## config.mk

```make
export PLATFORM = sky130hd
export DESIGN_NAME = ggbi_blend
export DESIGN_NICKNAME = d
export VERILOG_FILES = /design/src/rtl/core/ggbi_pkg.sv /design/src/rtl/core/ggbi_blend.sv
export SDC_FILE = /design/constraint.sdc
export NUM_CORES = 2
export LEC_CHECK = 0
export ABC_AREA = 0
export BUFFER_PORTS_ARGS = -buffer_cell sky130_fd_sc_hd__buf_2
export CORE_MARGIN = 10
export CORE_UTILIZATION = 60
export CTS_CLUSTER_SIZE = 10
export DETAILED_ROUTE_END_ITERATION = 8
export PLACE_DENSITY = 0.79
export SKIP_LAST_GASP = 1
export SYNTH_ARGS = -nofsm -noshare
export SYNTH_HDL_FRONTEND = slang
export SYNTH_SLANG_ARGS = --single-unit
```

## constraint.sdc

```tcl
create_clock -name clock -period 11.89 [get_ports clock]
set_clock_uncertainty 0.2 [all_clocks]
set_input_delay 0.5945 -clock clock [delete_from_list [all_inputs] [get_ports clock]]
set_output_delay 0.5945 -clock clock [all_outputs]
set_load 0.01 [all_outputs]
```

## src/rtl/core/ggbi_pkg.sv

```systemverilog
`timescale 1ns / 1ps
// Shared types and constants of the geoid grid bilinear interpolation unit.
package ggbi_pkg;

   localparam int GRID_COLS_DEF = 421;
   localparam int GRID_ROWS_DEF = 381;

   localparam logic [1:0] MODE_QUERY = 2'd0;
   localparam logic [1:0] MODE_LOAD  = 2'd1;
   localparam logic [1:0] MODE_CLEAR = 2'd2;

   localparam logic [1:0] STATUS_HEIGHT     = 2'd0;
   localparam logic [1:0] STATUS_NOT_LOADED = 2'd1;
   localparam logic [1:0] STATUS_OUTSIDE    = 2'd2;
   localparam logic [1:0] STATUS_DONE       = 2'd3;

   localparam logic signed [32:0] LON_MIN_Q24 = -33'sd92274688;
   localparam logic signed [32:0] LON_MAX_Q24 = 33'sd142606336;
   localparam logic signed [31:0] LAT_MIN_Q24 = 32'sd704643072;
   localparam logic signed [31:0] LAT_MAX_Q24 = 32'sd864026624;

   localparam int COLS_PER_DEG = 30;
   localparam int ROWS_PER_DEG = 40;

   localparam logic [16:0] FRAC_ONE = 17'h10000;

   localparam int DIFF_W = 28;
   localparam int POS_W  = 33;
   localparam int WPROD_W = 33;
   localparam int PROD_W = 52;
   localparam int ACC_W  = 52;

   typedef enum logic [2:0] {
      S_IDLE,
      S_LOCATE,
      S_READ,
      S_DRAIN,
      S_RESULT
   } state_type;

   typedef struct packed {
      logic        in_bounds;
      logic [16:0] fx;
      logic [16:0] fy;
   } loc_type;

endpackage

```

## src/rtl/core/ggbi_blend.sv

```systemverilog
`timescale 1ns / 1ps
// Weighted accumulation of the four neighbor entries and final rounding.
module ggbi_blend (
   input  logic                 clock,
   input  logic                 reset,
   input  logic                 start,
   input  logic                 issue,
   input  logic [1:0]           corner,
   input  logic [16:0]          fx,
   input  logic [16:0]          fy,
   input  logic signed [17:0]   rdata,
   output logic                 done,
   output logic signed [17:0]   height
);

   logic                               v1_ff, v2_ff, last_ff, done_ff;
   logic [1:0]                         k1_ff, k2_ff;
   logic [ggbi_pkg::WPROD_W-1:0]       wprod_ff;
   logic signed [ggbi_pkg::PROD_W-1:0] prod_ff;
   logic signed [ggbi_pkg::ACC_W-1:0]  acc_ff;
   logic signed [17:0]                 height_ff;

   logic [16:0]                        wx, wy;
   logic signed [ggbi_pkg::ACC_W-1:0]  rsum;

   always_comb begin
      wx   = corner[0] ? fx : ggbi_pkg::FRAC_ONE - fx;
      wy   = corner[1] ? fy : ggbi_pkg::FRAC_ONE - fy;
      rsum = acc_ff + (ggbi_pkg::ACC_W'(1) <<< 31);
   end

   always_ff @(posedge clock) begin
      if (reset) begin
         v1_ff   <= 1'b0;
         v2_ff   <= 1'b0;
         last_ff <= 1'b0;
         done_ff <= 1'b0;
      end else begin
         v1_ff   <= issue;
         v2_ff   <= v1_ff;
         last_ff <= v2_ff && (k2_ff == 2'd3);
         done_ff <= last_ff;
      end
   end

   always_ff @(posedge clock) begin
      if (issue) begin
         wprod_ff <= ggbi_pkg::WPROD_W'(34'(wx) * 34'(wy));
         k1_ff    <= corner;
      end
      if (v1_ff) begin
         prod_ff <= ggbi_pkg::PROD_W'($signed({1'b0, wprod_ff}) * rdata);
         k2_ff   <= k1_ff;
      end
      if (start) begin
         acc_ff <= '0;
      end else if (v2_ff) begin
         acc_ff <= acc_ff + prod_ff;
      end
      if (last_ff) begin
         height_ff <= rsum[49:32];
      end
   end

   assign done   = done_ff;
   assign height = height_ff;

endmodule

```

==> flow_summary.toml <==
[synthesis]
yosys-top-cells-area = "fa_1 39%, ha_1 11%, edfxtp_1 8.6%, inv_1 8.5%, nand2_1 6.6%"
yosysWarnings = 0
yosysTopAreaCellShare = 0.395
synth_edf_count = 105
synth-seq-cells = 159
synth_nets = 5165
synthCells = 4079
ys.flop_type = "edfxtp_1"
ys_seq_area_frac = 0.116
ys_async_sr_fraction = 0
syn_area_per_cell_um2 = 8.96
yosysTopAreaCell = "fa_1"
synth.distinct_cells = 69
netlist_area_mm2 = 0.0365

[finish]
num-nets-final = 5123
drive_above_1_share = 0.0407
mostFrequentLayoutCell = "inv_1"
area_growth_pct = 4.39
most-common-layout-cells = "824 x inv_1, 720 x fa_1, 641 x nand2_1, 308 x ha_1, 264 x nor2_1"
nFillCells = 4926

[sta]
slew_viol_final = 0
rsz0062_at_grt = "no"
worstMarginPinSlew_ns = 1.23
max_freq_mhz = 111
fin_crit_sh = 0.758
period_minus_slack_ns = 9.01
slew_headroom = 0.177
hold_viol_final = 0
setup_tns_ns = 0
setup_viol = 0

[placement]
dpl.hpwl_um = 72500
place_congestion = 0.989
portBuffers = 76

[floorplan]
initial_core_util = 0.605
placement_rows = 90
core_mm2 = 0.0604
io_pins = 77
die_y_um = 267
die_x_um = 267
dieArea_mm2 = 0.0712

[route]
wl_per_cell_um = 18.8
routed_wl_um = 90900
dr.pass1.iters = 6
drc = 0
num_vias = 27580
drtIter0Drc = 2061
viasPerCell = 5.71
postRouteAntennaNets = 0

[setup_path]
cp-start-kind = "input port"
rr_worst_depth = 21
cpMaxStageDelayCell = "xor2_1"
cp-end-kind = "flip-flop"
crit_arrival_ns = 9.04
cp_max_fo = 16
r2r_setup_slack_ns = 3.78
max_stage_delay_ns = 0.85
critPathKind = "in2reg"
cp_common_cell = "fa_1"
cp.required_ns = 11.92

[global_routing]
grt_pass1_vias = 29561
grt_max_degree = 63
grt_pass1_wl_um = 150000
track_usage = 0.266
antenna_found_initial = 3
grt_overflow_total = 0

[cts]
ctsResizeCount = 0
path_clk_slew_ns = 0.07
htree_levels = 4
clk_latency_ns = 0.48
cts_root_buf = "clkbuf_16"
post_cts_buffers = 0
cts.sinks = 159
clockBufferDepth = 2
hold_buffers = 0
cts_buffers = 17
cts_tree = "built"

[hold_path]
hold_depth = 2
hp-class = "in2reg"

[outcome]
status = "complete, no violations"

[job]
cap_viol_max_count = 0
==> per-layer routing <==
metal | share of wire | vias to the layer above | GRT usage
met1 | 0.39 | 13689 | 0.326
met3 | 0.086 | 287 | 0.0514
met5 | 0.00027 | - | 0
li1 | - | 12364 | -
met2 | 0.48 | 1236 | 0.451
met4 | 0.046 | 4 | 0.116
==> sequential cells by signal, indices dropped and copies added, names as in the netlist, 2 cells and up <==
name      count
prod_ff      50
acc_ff       50
k2_ff         2
height       18
k1_ff         2
wprod_ff     33
==> cell families after synthesis <==
| family | share of synthesized area |
|---|---|
| buffers and inverters | 0.102 |
| flip-flops | 0.116 |
| adder cells (fa/ha/maj) | 0.500 |
| multiplexers | 0.0105 |
| AO/OA/AOI/OAI | 0.0673 |
| AND/OR/NAND/NOR | 0.157 |
| XOR/XNOR | 0.0470 |
==> through the flow <==
| step | instance area (um2) | hold WS (ns) | util | std cells | worst slack, ns |
|---|---|---|---|---|---|
| after floorplan | 36500 | 0.200 | - | 4079 | 3.36 |
| after global placement | 37500 | 0.276 | 0.622 | 4800 | 2.52 |
| after detailed placement | 37500 | 0.285 | 0.622 | 4800 | 2.43 |
| after CTS | 38100 | 0.110 | 0.632 | 4832 | 2.90 |
| after global routing | 38100 | 0.127 | 0.632 | 4832 | 2.29 |
| final | 38100 | 0.114 | 0.632 | 4833 | 2.88 |
==> worst max-delay path: cells and delay by family <==
| family | cells | cell delay (ns) |
|---|---|---|
| and+or+nand+nor | 9 | 1.95 |
| buffers and inverters | 5 | 0.56 |
| xor gates and xnor gates | 2 | 0.99 |
| AOI/OAI and AO/OA | 5 | 1.41 |
| adders and majority gates | 8 | 3.54 |
==> cells in the mapped netlist, drive strengths merged, types with 5 or more instances <==
cell type,count
inv,824
fa,720
nand2,641
ha,308
nor2,264
and2,177
clkbuf,168
xnor2,134
a21oi,130
edfxtp,105
xor2,62
nand2b,58
o21ai,58
a21o,54
dfxtp,54
mux2i,36
nand3,27
nor3,23
o21bai,23
nand4,18
and3,16
a211oi,15
a31oi,15
o21a,14
nor2b,12
nor4,11
o211ai,11
o31ai,7
or3,7
a31o,6
o22ai,6
o41ai,6
a2111oi,5
o2111ai,5
==> layout make-up <==
class                      instances  area, um2  share of cell area
antenna                            1       2.50           0.0000656
clock buffer                      19        453              0.0119
clock inverter                    13        145             0.00381
inverter                         824       3090              0.0811
multi-input combinational       2925      28600               0.750
sequential                       159       4240               0.111
tap                              782        978              0.0257
timing repair buffer             110        636              0.0167
==> path summary, 6_finish.rpt <==
| kind | startpoint | end |
|---|---|---|
| max | fy[0] | wprod_ff[32]$_DFFE_PP_ |
| max reg2reg | wprod_ff[11]$_DFFE_PP_ | prod_ff[49]$_DFFE_PP_ |
| min | reset | v1_ff$_SDFF_PP0_ |
| min reg2reg | acc_ff[8]$_SDFFE_PP0P_ | acc_ff[8]$_SDFFE_PP0P_ |
Power is not shown: default switching activity piles up to over one toggle a cycle in this logic, so the estimate is an artifact.
