===== config.mk =====
export PLATFORM = sky130hd
export DESIGN_NAME = ggbi_locate
export DESIGN_NICKNAME = d
export VERILOG_FILES = /design/src/rtl/core/ggbi_pkg.sv /design/src/rtl/core/ggbi_locate.sv
export SDC_FILE = /design/constraint.sdc
export NUM_CORES = 1
export LEC_CHECK = 0
export BUFFER_PORTS_ARGS = -buffer_cell sky130_fd_sc_hd__buf_2
export CELL_PAD_IN_SITES_DETAIL_PLACEMENT = 1
export CELL_PAD_IN_SITES_GLOBAL_PLACEMENT = 2
export CORE_ASPECT_RATIO = 1.4
export CORE_MARGIN = 2
export CORE_UTILIZATION = 42
export DETAILED_ROUTE_END_ITERATION = 10
export MAX_ROUTING_LAYER = met4
export PLACE_DENSITY = 0.81
export SLEW_MARGIN = 20
export SYNTH_ARGS = -nofsm -noshare
export SYNTH_HDL_FRONTEND = slang
export SYNTH_SLANG_ARGS = --single-unit

===== constraint.sdc =====
create_clock -name clock -period 5.2 [get_ports clock]
set_input_delay 0.26 -clock clock [delete_from_list [all_inputs] [get_ports clock]]
set_output_delay 0.26 -clock clock [all_outputs]
set_load 0.05 [all_outputs]

===== src/rtl/core/ggbi_pkg.sv =====
`timescale 1ns / 1ps
// Shared types and constants of the geoid grid bilinear interpolation unit.
package ggbi_pkg;

   localparam int GRID_COLS_DEF = 421;
   localparam int GRID_ROWS_DEF = 381;

   localparam logic [1:0] MODE_QUERY = 2'd0;
   localparam logic [1:0] MODE_LOAD  = 2'd1;
   localparam logic [1:0] MODE_CLEAR = 2'd2;

   localparam logic [1:0] STATUS_HEIGHT     = 2'd0;
   localparam logic [1:0] STATUS_NOT_LOADED = 2'd1;
   localparam logic [1:0] STATUS_OUTSIDE    = 2'd2;
   localparam logic [1:0] STATUS_DONE       = 2'd3;

   localparam logic signed [32:0] LON_MIN_Q24 = -33'sd92274688;
   localparam logic signed [32:0] LON_MAX_Q24 = 33'sd142606336;
   localparam logic signed [31:0] LAT_MIN_Q24 = 32'sd704643072;
   localparam logic signed [31:0] LAT_MAX_Q24 = 32'sd864026624;

   localparam int COLS_PER_DEG = 30;
   localparam int ROWS_PER_DEG = 40;

   localparam logic [16:0] FRAC_ONE = 17'h10000;

   localparam int DIFF_W = 28;
   localparam int POS_W  = 33;
   localparam int WPROD_W = 33;
   localparam int PROD_W = 52;
   localparam int ACC_W  = 52;

   typedef enum logic [2:0] {
      S_IDLE,
      S_LOCATE,
      S_READ,
      S_DRAIN,
      S_RESULT
   } state_type;

   typedef struct packed {
      logic        in_bounds;
      logic [16:0] fx;
      logic [16:0] fy;
   } loc_type;

endpackage


===== src/rtl/core/ggbi_locate.sv =====
`timescale 1ns / 1ps
// Area check, grid position, edge clamp and base address of a query.
module ggbi_locate #(
   parameter int GRID_COLS = ggbi_pkg::GRID_COLS_DEF,
   parameter int GRID_ROWS = ggbi_pkg::GRID_ROWS_DEF,
   parameter int AW        = $clog2(GRID_COLS * GRID_ROWS)
) (
   input  logic                 clock,
   input  logic                 reset,
   input  logic                 start,
   input  logic signed [32:0]   longitude,
   input  logic signed [31:0]   latitude,
   output logic                 done,
   output ggbi_pkg::loc_type    loc,
   output logic [AW-1:0]        base_addr
);

   localparam int CW = $clog2(GRID_COLS);
   localparam int RW = $clog2(GRID_ROWS);

   logic                          v0_ff, v1_ff, v2_ff, done_ff;
   logic signed [32:0]            lon_ff;
   logic signed [31:0]            lat_ff;
   logic                          in1_ff, in2_ff, in3_ff;
   logic [ggbi_pkg::DIFF_W-1:0]   dlon_ff, dlat_ff;
   logic [CW-1:0]                 col_ff;
   logic [RW-1:0]                 row_ff;
   logic [16:0]                   fx2_ff, fy2_ff, fx3_ff, fy3_ff;
   logic [AW-1:0]                 addr_ff;

   logic signed [33:0]            dlon_full;
   logic signed [32:0]            dlat_full;
   logic                          inside_in;
   logic [ggbi_pkg::POS_W-1:0]    cpos, rpos;
   logic [8:0]                    cbase, rbase;
   logic [CW-1:0]                 col_in;
   logic [RW-1:0]                 row_in;
   logic [16:0]                   fx_in, fy_in;

   always_comb begin
      dlon_full = 34'(lon_ff) - 34'(ggbi_pkg::LON_MIN_Q24);
      dlat_full = 33'(ggbi_pkg::LAT_MAX_Q24) - 33'(lat_ff);
      inside_in = (lon_ff >= ggbi_pkg::LON_MIN_Q24) && (lon_ff <= ggbi_pkg::LON_MAX_Q24) &&
                  (lat_ff >= ggbi_pkg::LAT_MIN_Q24) && (lat_ff <= ggbi_pkg::LAT_MAX_Q24);
   end

   always_comb begin
      cpos  = ggbi_pkg::POS_W'(dlon_ff) * ggbi_pkg::POS_W'(ggbi_pkg::COLS_PER_DEG);
      rpos  = ggbi_pkg::POS_W'(dlat_ff) * ggbi_pkg::POS_W'(ggbi_pkg::ROWS_PER_DEG);
      cbase = cpos[32:24];
      rbase = rpos[32:24];
      if (32'(cbase) > 32'(GRID_COLS - 2)) begin
         col_in = CW'(GRID_COLS - 2);
         fx_in  = ggbi_pkg::FRAC_ONE;
      end else begin
         col_in = CW'(cbase);
         fx_in  = {1'b0, cpos[23:8]};
      end
      if (32'(rbase) > 32'(GRID_ROWS - 2)) begin
         row_in = RW'(GRID_ROWS - 2);
         fy_in  = ggbi_pkg::FRAC_ONE;
      end else begin
         row_in = RW'(rbase);
         fy_in  = {1'b0, rpos[23:8]};
      end
   end

   always_ff @(posedge clock) begin
      if (reset) begin
         v0_ff   <= 1'b0;
         v1_ff   <= 1'b0;
         v2_ff   <= 1'b0;
         done_ff <= 1'b0;
      end else begin
         v0_ff   <= start;
         v1_ff   <= v0_ff;
         v2_ff   <= v1_ff;
         done_ff <= v2_ff;
      end
   end

   always_ff @(posedge clock) begin
      if (start) begin
         lon_ff <= longitude;
         lat_ff <= latitude;
      end
      if (v0_ff) begin
         in1_ff  <= inside_in;
         dlon_ff <= dlon_full[ggbi_pkg::DIFF_W-1:0];
         dlat_ff <= dlat_full[ggbi_pkg::DIFF_W-1:0];
      end
      if (v1_ff) begin
         in2_ff <= in1_ff;
         col_ff <= col_in;
         row_ff <= row_in;
         fx2_ff <= fx_in;
         fy2_ff <= fy_in;
      end
      if (v2_ff) begin
         in3_ff  <= in2_ff;
         fx3_ff  <= fx2_ff;
         fy3_ff  <= fy2_ff;
         addr_ff <= AW'(32'(row_ff) * 32'(GRID_COLS) + 32'(col_ff));
      end
   end

   assign done          = done_ff;
   assign loc.in_bounds = in3_ff;
   assign loc.fx        = fx3_ff;
   assign loc.fy        = fy3_ff;
   assign base_addr     = addr_ff;

endmodule


==> results by group <==
Run status
  • Status: completed

Global routing
  • Number of global-route vias before repair: 9468
  • Gr ovfl total: 0
  • GRT Total Usage: 0.175
  • Initial antenna violation count: 0
  • First-pass GRT wire length: 46700 um
  • Pin count of the biggest net entering global routing: 67

Floorplanning
  • Die height: 220 um
  • Core Footprint: 0.0330 mm2
  • Number of core rows: 79
  • Full die area: 0.0347 mm2
  • # IOs: 122
  • Initial Util: 0.423
  • Die X: 158 um

Routing
  • DRC Markers: 0
  • WL/cell: 16.2 um
  • Via density: 4.89
  • Via count: 8596
  • Iteration-0 DRC Markers: 224
  • DRT Wirelength: 28500 um
  • Antenna Nets Post-Route: 0
  • Drt pass-1 iters: 4

Pwr
  • Worst VDD drop: 281 uV
  • Total Power: 6.93 mW
  • Leak Pwr: 7.11 nW
  • Power Dens Cells: 419 mW/mm2

STA
  • Final hold violations: 0
  • Pins Over Slew Limit: 0
  • Clock Skews: 0.00795 ns
  • Final worst-path cycle share: 0.904
  • Final setup TNS: 0 ns
  • Rel. slew slack: 0.406
  • Worst setup margin: 0.497 ns
  • Unrepaired setup endpoints after global routing: no
  • Min Hold Slack: 0.419 ns
  • # setup viols final: 0
  • Slew at the pin closest to its max-slew limit: 0.884 ns
  • Max Fclk: 0.213 GHz
  • Period minus WS final: 4.70 ns

Clock network
  • CTS tree: yes
  • Reg clk slew, reported paths: 0.06 ns
  • Hold buffer count at CTS: 66
  • Clk root buf: clkbuf_16
  • CTS H-tree depth: 1
  • Max Buffers Root-to-Sink: 3
  • Worst-Skew Late Latency: 0.53 ns
  • Number of gates resized after cts: 0
  • Post-CTS setup buffer count: 0
  • Clk sinks: 232
  • Total CTS buffers: 24

Worst setup path
  • CP max FO: 23
  • Worst setup SP type: register
  • CP Capture Type: register
  • WS Path Type: reg -> reg
  • CP Launch Point: dlon_ff[13]
  • Worst EP arrival: 4.98 ns
  • Critical R2R Launch: dlon_ff[13]
  • CP Data Required Time: 5.47 ns

Logic synthesis
  • Mapped Nets: 1384
  • Mean Syn Cell Area: 12.9 um2
  • Ranking of synthesized cells by area: edfxtp_1, ha_1, fa_1
  • Most frequent cell after synthesis: edfxtp_1
  • Top-area cell type share of the netlist area: 0.490
  • Post-synthesis async set-or-reset flop share: 0
  • Cells after Synth: 1086
  • Yosys reg bits: 232
  • Cell Area, Synth: 0.0140 mm2
  • Cell taking the most area after synthesis: edfxtp_1
  • Post-synth EDFFs: 228
  • Post-synth cell types: 69
  • Sequential-to-total area share from yosys stat: 0.496
  • Ys Warns: 0
  • Primary FF master, synth: edfxtp_1
  • Most frequent cells after synthesis: edfxtp_1, ha_1, inv_1, fa_1, xnor2_1

Final layout
  • Proportion of layout cells with a drive suffix above 1: 0.139
  • Area grow syn2layout: 18.5%
  • Ant diodes: 0
  • Final nets: 1596
  • Design area: 0.0165 mm2

Run
  • Number of max-cap violations: 0

Placed design
  • PortBufs: 121
  • Pre-CTS setup slack: 0.465 ns
  • GP Congestion: 0.815
  • Dpl hpwl: 21800 um
  • Placed instance area: 0.0151 mm2

Hold path
  • Worst min-delay path class: reg -> reg
  • Min-delay src: fx2_ff[2]
cell type report:
cell class,instances,area [um2]
multi-input cells,690,6400
clock inverters,14,125
repair buffers,192,1300
inverters,158,593
flip-flops and latches,232,6930
clock buffers,27,633
fillers,3460,16500
well taps,445,557
worst paths after layout:
kind              slack [ns]         to  depth (start not counted)
setup reg to reg        0.50  fx2_ff[6]                         15
hold / removal          0.42  fx3_ff[2]                          0
setup / recovery        0.50  fx2_ff[6]                         15
hold reg to reg         0.42  fx3_ff[2]                          0
layer usage:
metal  share of wire  track usage
met1            0.41        0.192
met2            0.54        0.328
met3           0.027       0.0206
met4           0.026       0.0538
met5               0            -
logic make-up (layout without fill, tap and decap cells):
family / count (synthesis) / count (layout) / synth area share
AO/OA/AOI/OAI: 170 / 170 / 0.0842
XOR/XNOR: 91 / 91 / 0.0576
adder cells (fa/ha/maj): 230 / 230 / 0.244
buffers and inverters: 164 / 391 / 0.0454
flip-flops: 232 / 232 / 0.496
AND/OR/NAND/NOR: 199 / 199 / 0.0728
state kept, by name, summed over array words and instances, names as in the netlist:
signal / cells
base_addr: 18
fx3_ff: 17
v0_ff: 1
done: 1
fx2_ff: 17
dlon_ff: 28
lon_ff: 33
in3_ff: 1
in2_ff: 1
v1_ff: 1
in1_ff: 1
lat_ff: 32
dlat_ff: 28
fy3_ff: 17
col_ff: 9
row_ff: 9
fy2_ff: 17
v2_ff: 1
cell usage in the layout (no fill, tap or decap), types with 4 or more instances in the layout:
| cell | n |
|---|---|
| nor4_1 | 9 |
| clkbuf_16 | 25 |
| a21o_1 | 28 |
| clkinv_1 | 4 |
| buf_2 | 121 |
| and3_1 | 8 |
| or3_1 | 6 |
| dlygate4sd3_1 | 66 |
| o31ai_1 | 5 |
| nand2b_1 | 6 |
| a21oi_1 | 54 |
| o21bai_1 | 9 |
| nand3_1 | 12 |
| inv_1 | 158 |
| buf_4 | 5 |
| nand4_1 | 8 |
| clkinv_2 | 5 |
| o21ai_0 | 23 |
| edfxtp_1 | 228 |
| a211oi_1 | 4 |
| fa_1 | 70 |
| nor2_1 | 47 |
| ha_1 | 160 |
| o21a_1 | 5 |
| nor2b_1 | 14 |
| nand2_1 | 43 |
| nor3_1 | 27 |
| xor2_1 | 33 |
| xnor2_1 | 57 |
metrics by stage:
stage	instances	util
CTS	1758	0.501
global placement	1651	0.458
global route	1758	0.501
detailed placement	1651	0.458
floorplan	1086	-
finish	1758	0.501
worst max-delay path: stages, from the launching register on:
cell and delay (ns):
edfxtp_1 0.35, inv_1 0.21, fa_1 0.50, fa_1 0.52
inv_1 0.05, ha_1 0.34, and3_1 0.20, a221o_1 0.43
a221oi_2 0.36, nand2_1 0.12, a21o_1 0.21, a221oi_2 0.33
o311ai_2 0.18, a211oi_4 0.26, buf_4 0.28, nor2_1 0.08
report_power, final:
group	internal, mW	total [mW]	switching, mW
clock network	0.970	1.67	0.701
registers	2.39	2.47	0.0843
logic	1.19	2.78	1.59
Power figures use the tool's default switching activity.
